<file path="src/trn_pkg.sv">
// Shared constants and payload types of the transform row nlerp block.
package trn_pkg;

  localparam int unsigned FRAC_BITS = 16;
  localparam int unsigned DATA_W    = 32;
  localparam int unsigned BLEND_W   = 16;
  localparam int unsigned ROW_W     = 2;
  localparam int unsigned DIFF_W    = DATA_W + 1;
  localparam int unsigned PROD_W    = DIFF_W + BLEND_W + 1;
  localparam int unsigned SQ_W      = 2 * DATA_W;
  localparam int unsigned ROOT_W    = DATA_W;
  localparam int unsigned SREM_W    = ROOT_W + 4;
  localparam int unsigned QUO_W     = FRAC_BITS + 1;
  localparam int unsigned NUM_W     = DATA_W + QUO_W;
  localparam int unsigned DIV_STEPS = QUO_W;
  localparam int unsigned SQRT_STEPS = ROOT_W;

  localparam logic [ROW_W-1:0] RowPosition = ROW_W'(3);
  localparam logic signed [DATA_W-1:0] FixOne  = DATA_W'(64'd1 << FRAC_BITS);
  localparam logic signed [DATA_W-1:0] FixZero = '0;
  localparam logic signed [PROD_W-1:0] LerpHalf = PROD_W'(64'd1 << (BLEND_W - 1));

  typedef logic signed [DATA_W-1:0] word_t;

  typedef struct packed {
    logic [ROW_W-1:0] row;
    word_t [2:0]      v;
    word_t            w;
    logic             norm;
  } item_t;

  typedef struct packed {
    item_t             item;
    logic [SQ_W-1:0]   sq;
    logic [SREM_W-1:0] rem;
    logic [ROOT_W-1:0] root;
  } sqrt_t;

  typedef struct packed {
    item_t                   item;
    logic [2:0]              neg;
    logic [ROOT_W-1:0]       len;
    logic [2:0][ROOT_W-1:0]  rem;
    logic [2:0][QUO_W-1:0]   low;
    logic [2:0][QUO_W-1:0]   quo;
  } div_t;

endpackage

</file>
<file path="src/trn_div_cell.sv">
// One quotient-bit cell of the three-lane pipelined restoring divider chain.
module trn_div_cell (
  input  logic          clk_i,
  input  logic          rst_ni,
  input  logic          valid_i,
  output logic          ready_o,
  input  trn_pkg::div_t data_i,
  output logic          valid_o,
  input  logic          ready_i,
  output trn_pkg::div_t data_o
);

  logic                 valid_q;
  trn_pkg::div_t        data_q;
  trn_pkg::div_t        data_d;
  logic [2:0][trn_pkg::ROOT_W:0] rem_sh;
  logic [2:0]           take;

  assign ready_o = !valid_q || ready_i;
  assign valid_o = valid_q;
  assign data_o  = data_q;

  always_comb begin
    data_d = data_i;
    for (int i = 0; i < 3; i++) begin
      rem_sh[i] = {data_i.rem[i], data_i.low[i][trn_pkg::QUO_W-1]};
      take[i]   = rem_sh[i] >= {1'b0, data_i.len};
      data_d.low[i] = {data_i.low[i][trn_pkg::QUO_W-2:0], 1'b0};
      data_d.quo[i] = {data_i.quo[i][trn_pkg::QUO_W-2:0], take[i]};
      if (take[i]) begin
        data_d.rem[i] = trn_pkg::ROOT_W'(rem_sh[i] - {1'b0, data_i.len});
      end else begin
        data_d.rem[i] = rem_sh[i][trn_pkg::ROOT_W-1:0];
      end
    end
  end

  always_ff @(posedge clk_i or negedge rst_ni) begin
    if (!rst_ni) begin
      valid_q <= 1'b0;
    end else if (ready_o) begin
      valid_q <= valid_i;
    end
  end

  always_ff @(posedge clk_i) begin
    if (ready_o && valid_i) begin
      data_q <= data_d;
    end
  end

endmodule

</file>
<file path="config.mk">
export PLATFORM = sky130hd
export DESIGN_NAME = trn_div_cell
export DESIGN_NICKNAME = d
export VERILOG_FILES = /design/src/trn_pkg.sv /design/src/trn_div_cell.sv
export SDC_FILE = /design/constraint.sdc
export NUM_CORES = 1
export LEC_CHECK = 0
export ABC_CLOCK_PERIOD_IN_PS = 8800
export BUFFER_PORTS_ARGS = -buffer_cell sky130_fd_sc_hd__buf_2
export CORE_AREA = 2 2 285 287
export DETAILED_ROUTE_END_ITERATION = 16
export DIE_AREA = 0 0 287 289
export MAX_ROUTING_LAYER = met4
export SKIP_LAST_GASP = 1
export SYNTH_ARGS = -nofsm -noshare
export SYNTH_HDL_FRONTEND = slang
export SYNTH_SLANG_ARGS = --single-unit
</file>
<file path="constraint.sdc">
create_clock -name clk_i -period 8.8 [get_ports clk_i]
set_clock_uncertainty 0.15 [all_clocks]
set_input_delay 0 -clock clk_i [delete_from_list [all_inputs] [get_ports clk_i]]
set_output_delay 0 -clock clk_i [all_outputs]
set_load 0.1 [all_outputs]
</file>
# [Word-level counts from Yosys, hierarchy flattened]
# Cells that the tools add are included.
[totals] reg_bits=362 inputBits=368 wordCells=30
[classes] add_sub_neg=3 n_lt_le_gt_ge=3 n_mux=3 n_reduce_logical=3
[op_table] cell="$ge 33x32->1" n=3
[op_table] cell="$mux 32" n=3
[op_table] cell="$sub 32x32->32" n=3
[op_table] cell="$logic_and 1x1->1" n=1
[op_table] cell="$logic_not 1->1" n=1
[op_table] cell="$logic_or 1x1->1" n=1

# [Logic depth before layout (Yosys ltp)]
[depth] ltp_word=3 ltp_mapped=14

# [Worst setup path after synthesis]
# OpenSTA, ideal clock, no wires.
[synth_path] kind="register -> register" start="register valid_q, in the netlist valid_o" end="register data_q (netlist bit data_o[0]) (enable)" t_arrival_ns=9.909 t_required_ns=7.883 path_slack_ns=-2.026 stages_incl_launch_ff=3 path_buffers=0 synth_period_minus_slack_ns=10.826 path_cell_list="dfrtp_1 -> nand2b_1 -> and2_1"
[synth_between] elab_chain_cells=3
[synth_lines] item="from (decl)" line_no="trn_div_cell.sv:13" source="logic valid_q;"
[synth_lines] item="from (signal assigned)" line_no="trn_div_cell.sv:42" source="valid_q <= valid_i;"
[synth_lines] item="$logic_not 1->1" line_no="trn_div_cell.sv:19" source="assign ready_o = !valid_q || ready_i;"
[synth_lines] item="$logic_or 1x1->1" line_no="trn_div_cell.sv:19"
[synth_lines] item="net ready_o" line_no="trn_div_cell.sv:6" source="output logic ready_o,"
[synth_lines] item="$logic_and 1x1->1" line_no="trn_div_cell.sv:47" source="if (ready_o && valid_i) begin"
[synth_lines] item="to (signal assigned)" line_no="trn_div_cell.sv:48" source="data_q <= data_d;"
[synth_lines] item="to (decl)" line_no="trn_div_cell.sv:14" source="trn_pkg::div_t data_q;"
# The timed path passes the listed nets, and every way through them passes these cells.
# A chain may end at the register's enable or synchronous reset.

==> impl_metrics.csv <==
group,metric,value,unit
synthesis,synth_cell_types,70,
sta,worst_pin_slew,1210,ps
clock_tree,clkTransAtPathRegs,60,ps
synthesis,yosysSeqAreaShare,63.1,%
global_route,grt_start_max_net_pins,155,
routing,ant_nets,0,
placement,gp_congestion,0.875,
cells_and_area,area_delta_synth_final,72.3,%
synthesis,synth_warnings,0,
sta,rsz0062_at_grt,"no",
job,maxCapViolCount,0,
cells_and_area,stdcell_area,0.0297,sq mm
synthesis,synth.area.top_cells,"edfxtp_1 63%, ha_1 7.0%, o21ai_0 2.9%",
routing,dr_wl_met2,46000,um
floorplanning,fp.dieW,287,um
cells_and_area,drive_gt1_share,32.3,%
sta,period_share,51.8,%
synthesis,syn_area,0.0172,sq mm
clock_tree,cts_tree,"built",
synthesis,synthArstFlopShare,0.276,%
routing,drt-met1-wl,35900,um
worst_setup_path,crit_family,"buffers and inverters",
sta,setup_tns,0,ps
clock_tree,cts.htree.levels,2,
pwr,p_leak,12.5,nW
synthesis,synth_top_area_share,63.0,%
routing,top_layer_used,"met4",
worst_setup_path,cpMostUsedCell,"dlygate4sd3_1",
routing,dr.pass1.iters,5,
clock_tree,clockRootBuffer,"clkbuf_16",
worst_setup_path,crit_fanout,22,
routing,wl,93000,um
clock_tree,numClockSinks,362,
worst_setup_path,critPathMaxStageDelay,550,ps
routing,via_per_inst,4.31,
placement,place_area,0.0221,sq mm
clock_tree,clockBufferDepth,3,
worst_setup_path,critPathKind,"input pin to register",
sta,clock.fmax,220,MHz
synthesis,synth_top_area_cell,"edfxtp_1",
floorplanning,row_count,104,
sta,fin_ws,4250,ps
worst_setup_path,critPathBufInv,5,
routing,drtIter0Drc,844,
worst_setup_path,crit_path_end_kind,"register",
sta,hold_viol_final,0,
floorplanning,coreArea,0.0799,sq mm
synthesis,synth_most_common_cell,"edfxtp_1",
floorplanning,design.portCount,734,
global_route,grt_overflow_total,0,
placement,port_buffers,727,
outcome,status,"finished clean",
routing,vias,16100,
global_route,grt_usage,22.0,%
pwr,power-per-cell-area,205,mW/mm^2
worst_setup_path,arrival,4730,ps
routing,post-route-drc-count,0,
worst_setup_path,cp.required,8970,ps
clock_tree,cts_made_buffers,47,
placement,post-place-ws,4470,ps
synthesis,synthCells,1269,
floorplanning,start_util,21.5,%
sta,slew_viol_final,0,
synthesis,synth_area_per_cell,13.6,sq um
synthesis,synth_common_cells,"361 x edfxtp_1, 108 x nand2_1, 101 x o21ai_0, 96 x ha_1, 86 x a21oi_1",
worst_setup_path,setup.worst_path.start_class,"input pin",
floorplanning,fp.dieH,289,um
routing,wl_per_cell,24.9,um
synthesis,synth_edf_count,361,
sta,period_needed,4550,ps
worst_setup_path,worstPathCellList,"dlygate4sd3_1 -> buf_2 -> inv_1 -> ha_1 -> nand3_2 -> o21bai_1 -> and3_4 -> o31ai_4 -> a21oi_2 -> o21ai_4 -> a41oi_4 -> o211ai_4 -> buf_4 -> mux2_4 -> dlygate4sd3_1",
sta,slew_headroom,19.7,%
floorplanning,dieArea,0.0829,sq mm
min_path,hold_class,"input pin to register",
worst_setup_path,crit_path_top_delay_cell,"o211ai_4",
synthesis,synth_ff_type,"edfxtp_1",
synthesis,yosys_register_bits,362,
global_route,antenna_found_initial,29,
clock_tree,insertion_delay,590,ps
pwr,vdd_drop_max,0.151,mV
clock_tree,cts_setup_buffers,0,
sta,setup_viol,0,
global_route,grt_pass1_vias,16300,
cells_and_area,layout.nets,3083,
routing,met3_length,6520,um
global_route,grt_pass1_wl,124000,um
placement,dp.final_hpwl,73200,um
## layout by cell type (no fill, tap or decap), drive strengths merged, types with 51 or more instances in the layout
master,netlist,final
inv,55,56
a21oi,87,87
clkbuf,17,51
nand2,108,108
o21ai,103,103
dlygate4sd3,0,592
ha,96,96
edfxtp,361,361
buf,13,734
## repair_timing
action                                 4_1_cts  5_1_grt
hold buffers                               592        0
resized for setup                            0        0
endpoints found under the hold margin      361        0
## layer usage
metal,vias up,GRT usage [%]
li1,7572,-
met1,7853,24.1
met2,586,37.8
met3,117,5.69
met4,0,9.40
met5,-,-
## where the power goes
part | internal (mW) | switching (mW)
combinational | 0.560 | 1.40
sequential | 2.06 | 0.0363
clock | 1.19 | 0.830
## flip-flops by register name (all words and copies together), names as in the netlist
signal   cells
data_o     361
valid_o      1
## cell families after synthesis
logic type      after synthesis  share of synthesized area, %
compound gates              336                          12.6
xor+xnor                     81                          4.12
fa+ha+maj                    99                          7.33
buf+inv                      85                          2.31
flops                       362                          63.1
mux                          39                          3.10
other cells                   1                        0.0218
simple gates                266                          7.37
## worst register-to-register path, stage by stage (launching register included)
cell,delay [ps]
dfrtp_1,370
nand2b_1,120
and2_4,750
buf_12,520
## through the flow
stage	utilization [%]	total power, mW	cells	hold slack (ps)
detailed placement	27.6	3.85	3035	-374
global placement	27.6	3.84	3035	-375
CTS	37.0	6.15	3712	1.11
finish	37.1	6.08	3738	34.5
global route	37.1	6.30	3734	14.1
floorplan	-	3.44	1271	-446
## final timing paths
| kind | start | end | slack (ps) | cells past startpoint |
|---|---|---|---|---|
| worst min register to register | valid_o | valid_o | 950 | 3 |
| min in group asynchronous | rst_ni | valid_o | 90 | 3 |
| worst max register to register | valid_o | data_o[49] | 6040 | 3 |
| worst min-delay path | data_i[262] | data_o[262] | 30 | 2 |
| worst max-delay path | data_i[201] | data_o[181] | 4250 | 15 |
| max in group asynchronous | rst_ni | valid_o | 8310 | 3 |
## cell type report
type / instances / area [sq um]
inverters: 55 / 206
well taps: 1060 / 1330
repair buffers: 1326 / 9640
fillers: 7857 / 50200
clock buffers: 51 / 1190
flip-flops and latches: 362 / 10900
clock inverters: 34 / 384
multi-input cells: 824 / 5970
diodes: 26 / 65.1
Power figures use the tool's default switching activity.
