## src/trn_pkg.sv

```systemverilog
// Shared constants and payload types of the transform row nlerp block.
package trn_pkg;

  localparam int unsigned FRAC_BITS = 16;
  localparam int unsigned DATA_W    = 32;
  localparam int unsigned BLEND_W   = 16;
  localparam int unsigned ROW_W     = 2;
  localparam int unsigned DIFF_W    = DATA_W + 1;
  localparam int unsigned PROD_W    = DIFF_W + BLEND_W + 1;
  localparam int unsigned SQ_W      = 2 * DATA_W;
  localparam int unsigned ROOT_W    = DATA_W;
  localparam int unsigned SREM_W    = ROOT_W + 4;
  localparam int unsigned QUO_W     = FRAC_BITS + 1;
  localparam int unsigned NUM_W     = DATA_W + QUO_W;
  localparam int unsigned DIV_STEPS = QUO_W;
  localparam int unsigned SQRT_STEPS = ROOT_W;

  localparam logic [ROW_W-1:0] RowPosition = ROW_W'(3);
  localparam logic signed [DATA_W-1:0] FixOne  = DATA_W'(64'd1 << FRAC_BITS);
  localparam logic signed [DATA_W-1:0] FixZero = '0;
  localparam logic signed [PROD_W-1:0] LerpHalf = PROD_W'(64'd1 << (BLEND_W - 1));

  typedef logic signed [DATA_W-1:0] word_t;

  typedef struct packed {
    logic [ROW_W-1:0] row;
    word_t [2:0]      v;
    word_t            w;
    logic             norm;
  } item_t;

  typedef struct packed {
    item_t             item;
    logic [SQ_W-1:0]   sq;
    logic [SREM_W-1:0] rem;
    logic [ROOT_W-1:0] root;
  } sqrt_t;

  typedef struct packed {
    item_t                   item;
    logic [2:0]              neg;
    logic [ROOT_W-1:0]       len;
    logic [2:0][ROOT_W-1:0]  rem;
    logic [2:0][QUO_W-1:0]   low;
    logic [2:0][QUO_W-1:0]   quo;
  } div_t;

endpackage

```

## src/trn_sqrt_cell.sv

```systemverilog
// One digit cell of the pipelined integer square root chain.
module trn_sqrt_cell (
  input  logic           clk_i,
  input  logic           rst_ni,
  input  logic           valid_i,
  output logic           ready_o,
  input  trn_pkg::sqrt_t data_i,
  output logic           valid_o,
  input  logic           ready_i,
  output trn_pkg::sqrt_t data_o
);

  logic                           valid_q;
  trn_pkg::sqrt_t                 data_q;
  trn_pkg::sqrt_t                 data_d;
  logic [trn_pkg::SREM_W-1:0]     rem_sh;
  logic [trn_pkg::SREM_W-1:0]     trial;

  assign ready_o = !valid_q || ready_i;
  assign valid_o = valid_q;
  assign data_o  = data_q;

  always_comb begin
    rem_sh = {data_i.rem[trn_pkg::SREM_W-3:0], data_i.sq[trn_pkg::SQ_W-1 -: 2]};
    trial  = {2'b00, data_i.root, 2'b01};
    data_d = data_i;
    data_d.sq = {data_i.sq[trn_pkg::SQ_W-3:0], 2'b00};
    if (rem_sh >= trial) begin
      data_d.rem  = rem_sh - trial;
      data_d.root = {data_i.root[trn_pkg::ROOT_W-2:0], 1'b1};
    end else begin
      data_d.rem  = rem_sh;
      data_d.root = {data_i.root[trn_pkg::ROOT_W-2:0], 1'b0};
    end
  end

  always_ff @(posedge clk_i or negedge rst_ni) begin
    if (!rst_ni) begin
      valid_q <= 1'b0;
    end else if (ready_o) begin
      valid_q <= valid_i;
    end
  end

  always_ff @(posedge clk_i) begin
    if (ready_o && valid_i) begin
      data_q <= data_d;
    end
  end

endmodule

```

## config.mk

```make
export PLATFORM = sky130hd
export DESIGN_NAME = trn_sqrt_cell
export DESIGN_NICKNAME = d
export VERILOG_FILES = /design/src/trn_pkg.sv /design/src/trn_sqrt_cell.sv
export SDC_FILE = /design/constraint.sdc
export NUM_CORES = 1
export LEC_CHECK = 0
export BUFFER_PORTS_ARGS = -buffer_cell sky130_fd_sc_hd__buf_4
export CELL_PAD_IN_SITES_DETAIL_PLACEMENT = 1
export CELL_PAD_IN_SITES_GLOBAL_PLACEMENT = 2
export CORE_AREA = 3 3 205 207
export DETAILED_ROUTE_END_ITERATION = 6
export DIE_AREA = 0 0 208 210
export PLACE_DENSITY_LB_ADDON = 0.1
export RECOVER_POWER = 100
export SYNTH_ARGS = -nofsm -noshare
export SYNTH_HDL_FRONTEND = slang
export SYNTH_SLANG_ARGS = --single-unit
```

## constraint.sdc

```tcl
create_clock -name clk_i -period 15.7 [get_ports clk_i]
set_input_delay 0 -clock clk_i [delete_from_list [all_inputs] [get_ports clk_i]]
set_output_delay 0 -clock clk_i [all_outputs]
set_load 0.01 [all_outputs]
```

; Word-level counts from Yosys, hierarchy flattened
; Index checks and enable logic that the tools add are counted.
[classes]
n_lt_le_gt_ge = 1
shifts = 0
muxes = 1
n_eq_ne = 0
div = 0
n_reduce_logical = 3
n_bitwise = 0
multipliers = 0
n_addsub = 1
[ops]
columns = cell, count
row1 = 68-bit 2-to-1 mux, 1
row2 = 36-bit by 34-bit >= comparator with 1-bit output, 1
row3 = 36-bit by 34-bit subtractor with 36-bit output, 1
row4 = 1-bit logical AND, 1
row5 = 1-bit zero test, 1
row6 = 1-bit logical OR, 1
[word_totals]
latch_bits = 0
word_cells = 16
rom_bits = 0
mem_count = 0
ff_bits = 262
input_bits = 267
mem_bits_rw = 0
output_inout_bits = 265

; Longest topological paths before layout
[logic_depth]
depth_word = 3
mapped_depth = 13

; Least setup slack after synthesis
; Ideal clock, no wire load.
[synth_path]
kind = register to register
startpoint = register valid_q, in the netlist valid_o
endpoint = register data_q, in the netlist data_o[0] (enable)
t_required_ps = 15044
t_arrival_ps = 6539
path_slack_ps = 8505
path_stages_with_launch = 3
path_buffers = 0
synth_period_minus_slack_ps = 7195
setup_ps = 656
cell_sequence = dfrtp_1 -> nand2b_1 -> and2_1
[synth_via]
elab_chain_len = 3
[synth_rtl]
columns = element, line
row1 = "start, declared", trn_sqrt_cell.sv:13  ; logic valid_q;
row2 = "start signal, assigned", trn_sqrt_cell.sv:41  ; valid_q <= valid_i;
row3 = 1-bit zero test, trn_sqrt_cell.sv:19  ; assign ready_o = !valid_q || ready_i;
row4 = 1-bit logical OR, trn_sqrt_cell.sv:19
row5 = named net ready_o, trn_sqrt_cell.sv:6  ; output logic ready_o,
row6 = 1-bit logical AND, trn_sqrt_cell.sv:46  ; if (ready_o && valid_i) begin
row7 = "end signal, assigned", trn_sqrt_cell.sv:47  ; data_q <= data_d;
row8 = "end, declared", trn_sqrt_cell.sv:14  ; trn_pkg::sqrt_t data_q;
; The timed path passes the listed nets, and every way through them passes these cells.
; A chain may end at the register's enable or synchronous reset.

; Final worst setup path
[layout_path]
startpoint = register valid_q, in the netlist valid_o
endpoint = register data_q, in the netlist data_o[24] (enable)
[layout_via]
elab_chain_len = 3
[layout_rtl]
columns = element, line
row1 = 1-bit zero test, trn_sqrt_cell.sv:19
row2 = 1-bit logical OR, trn_sqrt_cell.sv:19
row3 = 1-bit logical AND, trn_sqrt_cell.sv:46
; No other way between the ends.

==> results.yml <==
yosys:
  postSynthCellCount: 666
  synth_cell_types: 57
  seq_area_frac_synth_pct: 75.4
  ys.flop_type: "edfxtp_1"
  syn_area_mm2: 0.0104
  syn_avg_cell_area_um2: 15.7
  postSynth.asyncResetShare_pct: 0.382
  ys_warn_count: 0
  synth_edf_count: 261
  ys_ff_latch: 262
worst_hold_path:
  hold_path.class: "input pin to flip-flop"
  worstHoldStart: "data_i[31]"
placement:
  gp_congestion: 0.772
  post_dp_cell_area_mm2: 0.0150
  io_buffers: 527
  dp.cells: 1704
  hpwl_mm: 33.1
routing:
  antenna_left: 0
  drt_iter0_drc: 394
  drt-total-wl_mm: 44.5
  wire_per_inst_um: 21.9
  first_pass_iters: 5
  vias_per_cell: 4.32
  drc: 0
  dr_total_vias: 8773
sta:
  rsz0062_at_grt: "false"
  slew_violations: 154
  period_share_pct: 39.5
  clock_skew_ns: 0.0165
  relSlewSlack_pct: -188
  worst_pin_slew_ns: 4.31
  finalHoldViolCount: 0
  period_minus_slack_ns: 6.21
  finalSetupViolations: 0
  tns_ns: 0
  max_freq_mhz: 161
critical_path:
  worst_path_max_delay_cell: "and2_0"
  reg2reg_to: "data_o[24]$_DFFE_PP_"
  cp.depth: 3
  timing.reg2reg.setup_slack_ns: 9.49
  criticalPathCategory: "flip-flop to flip-flop"
  critPathBufInv: 1
  startpoint: "valid_o$_DFFE_PN0N_"
  cp.arrival_ns: 6.35
  reg2reg_depth: 3
  required_ns: 15.84
  critical_path_peak_fanout: 63
  cp-end-kind: "flip-flop"
  critical_path.endpoint: "data_o[24]$_DFFE_PP_"
  worstPathCellList: "nand2b_1 -> and2_0 -> clkbuf_1"
  reg2reg_from: "valid_o$_DFFE_PN0N_"
  cp_slowest_stage_delay_ns: 3.06
  start_kind: "flip-flop"
  crit_family: "simple AND/OR/NAND/NOR gates"
flow_run:
  cap_violations: 3
global_routing:
  grt_pass1_wl_mm: 64.7
  track_usage_pct: 19.6
  antenna_found_initial: 8
  grt_remaining_overflow: 0
  grt_max_degree: 150
  grt_pass1_vias: 9434
floorplanning:
  initial_core_util_pct: 25.7
  chipWidth_um: 208
  io_pins: 532
  core_mm2: 0.0406
  die_area_mm2: 0.0437
  row_count: 74
  die_h_um: 210
finish:
  multi_input_area_mm2: 0.00226
  nets: 1771
  stdcell_area_mm2: 0.0174
  layout.cells.non_filler: 2031
  regArea_mm2: 0.00786
  area_growth_pct: 67.2
  fillers: 4464
  drive_gt1_share_pct: 19.5
clock_tree:
  cts_tree: "built"
  insertion_delay_ns: 0.59
  cts_buffers: 31
  post_cts_resized: 0
  clockRootBuffer: "clkbuf_16"
  h-tree-depth: 1
  clk_path_buf_depth: 3
  cts_sinks: 262
  path_clk_slew_ns: 0.06
power:
  vdd_ir_drop_max_v: 0.0000807
  power.density_mw_per_mm2: 103
  leakagePower_nw: 6.65
run_status:
  outcome: "finished with violations"
  violations: "max-capacitance violations, max-slew violations"
cell type report:
type | instances | area share [%]
Tap cell | 532 | 3.82
Multi-Input combinational cell | 342 | 13.0
Clock buffer | 38 | 4.60
Sequential cell | 262 | 45.1
Timing Repair Buffer | 795 | 32.0
Antenna cell | 4 | 0.0574
Clock inverter | 20 | 0.639
Inverter | 38 | 0.818
cell families (layout without fill, tap and decap cells):
group,count (synthesis),count (layout),synth area share [%]
flops,262,262,75.4
compound gates,138,138,8.44
fa+ha+maj,34,34,4.08
buf+inv,63,891,2.62
xor+xnor,32,32,2.69
other cells,1,6,0.0360
mux,3,3,0.324
simple gates,133,133,6.39
repair_timing:
action / CTS / global route
hold buffers: 265 / 0
setup buffers: 0 / 0
endpoints found under the hold margin: 262 / 0
worst register-to-register path: stages, from the launching register on:
cell and delay (ns):
dfrtp_1 0.38, nand2b_1 0.11, and2_0 3.06, clkbuf_1 2.17
Yosys cell counts (all sizes together) (4+ instances only):
library cell	number	area share, %
o211ai	5	0.36
nand2	61	2.2
ha	34	4.1
nand2b	9	0.54
inv	38	1.4
nand4	11	0.80
a211oi	4	0.29
a21o	9	0.65
nor2b	6	0.36
buf	19	1.0
o21ai	52	2.5
xnor2	18	1.5
a21oi	36	1.7
xor2	14	1.2
o21bai	5	0.36
nand3	8	0.38
nor3	7	0.34
edfxtp	261	75
clkbuf	6	0.23
nor2	16	0.58
layout by cell type, fill, tap and decap left out, drive strengths merged, types with 4 or more instances in the layout:
cell type | Yosys | layout
diode | 0 | 4
nand3 | 8 | 8
a211oi | 4 | 4
nand2 | 61 | 61
a21o | 9 | 9
nor2 | 16 | 16
nor3 | 7 | 7
dlygate4sd3 | 0 | 265
edfxtp | 261 | 261
buf | 19 | 40
xor2 | 14 | 14
inv | 38 | 40
ha | 34 | 34
nand4 | 11 | 11
nor2b | 6 | 6
clkbuf | 6 | 528
a21oi | 36 | 36
nand2b | 9 | 9
clkinv | 0 | 18
o21bai | 5 | 5
o211ai | 5 | 5
xnor2 | 18 | 18
o21ai | 52 | 52
power by group:
| part | total, mW | switching, mW | leakage, nW | internal, mW |
|---|---|---|---|---|
| clock network | 0.657 | 0.294 | 0.451 | 0.363 |
| registers | 0.842 | 0.0121 | 2.50 | 0.830 |
| logic | 0.303 | 0.165 | 3.70 | 0.138 |
layer usage:
metal | part of all wire (%) | up-vias | track usage, %
li1 | - | 4130 | -
met1 | 39 | 4249 | 23.1
met2 | 51 | 303 | 35.1
met3 | 5.9 | 83 | 4.97
met4 | 3.8 | 8 | 6.39
met5 | 0.12 | - | 0
worst min-delay path by stage:
stage               depth (start not counted)                     to  slack [ns]
floorplan                                   0    valid_o$_DFFE_PN0N_       -0.30
global placement                            1    valid_o$_DFFE_PN0N_       -0.22
detailed placement                          1    valid_o$_DFFE_PN0N_       -0.22
CTS                                         2  data_o[165]$_DFFE_PP_        0.08
global route                                2  data_o[204]$_DFFE_PP_        0.12
finish                                      5   data_o[66]$_DFFE_PP_        0.11
stage by stage:
stage / setup WS (ns) / hold WS, ns / power, mW / utilization, %
after detailed placement: 12.23 / -0.223 / 1.14 / 36.9
after global placement: 12.26 / -0.224 / 1.14 / 36.9
after global routing: 8.72 / 0.122 / 1.89 / 43.0
after CTS: 11.72 / 0.0814 / 1.87 / 45.7
final: 9.49 / 0.115 / 1.80 / 43.0
after floorplan: 8.51 / -0.296 / 0.990 / -
state kept, by name (all words and copies together) (netlist names):
register,flops
data_o,261
valid_o,1
(Power assumes the default switching activity.)
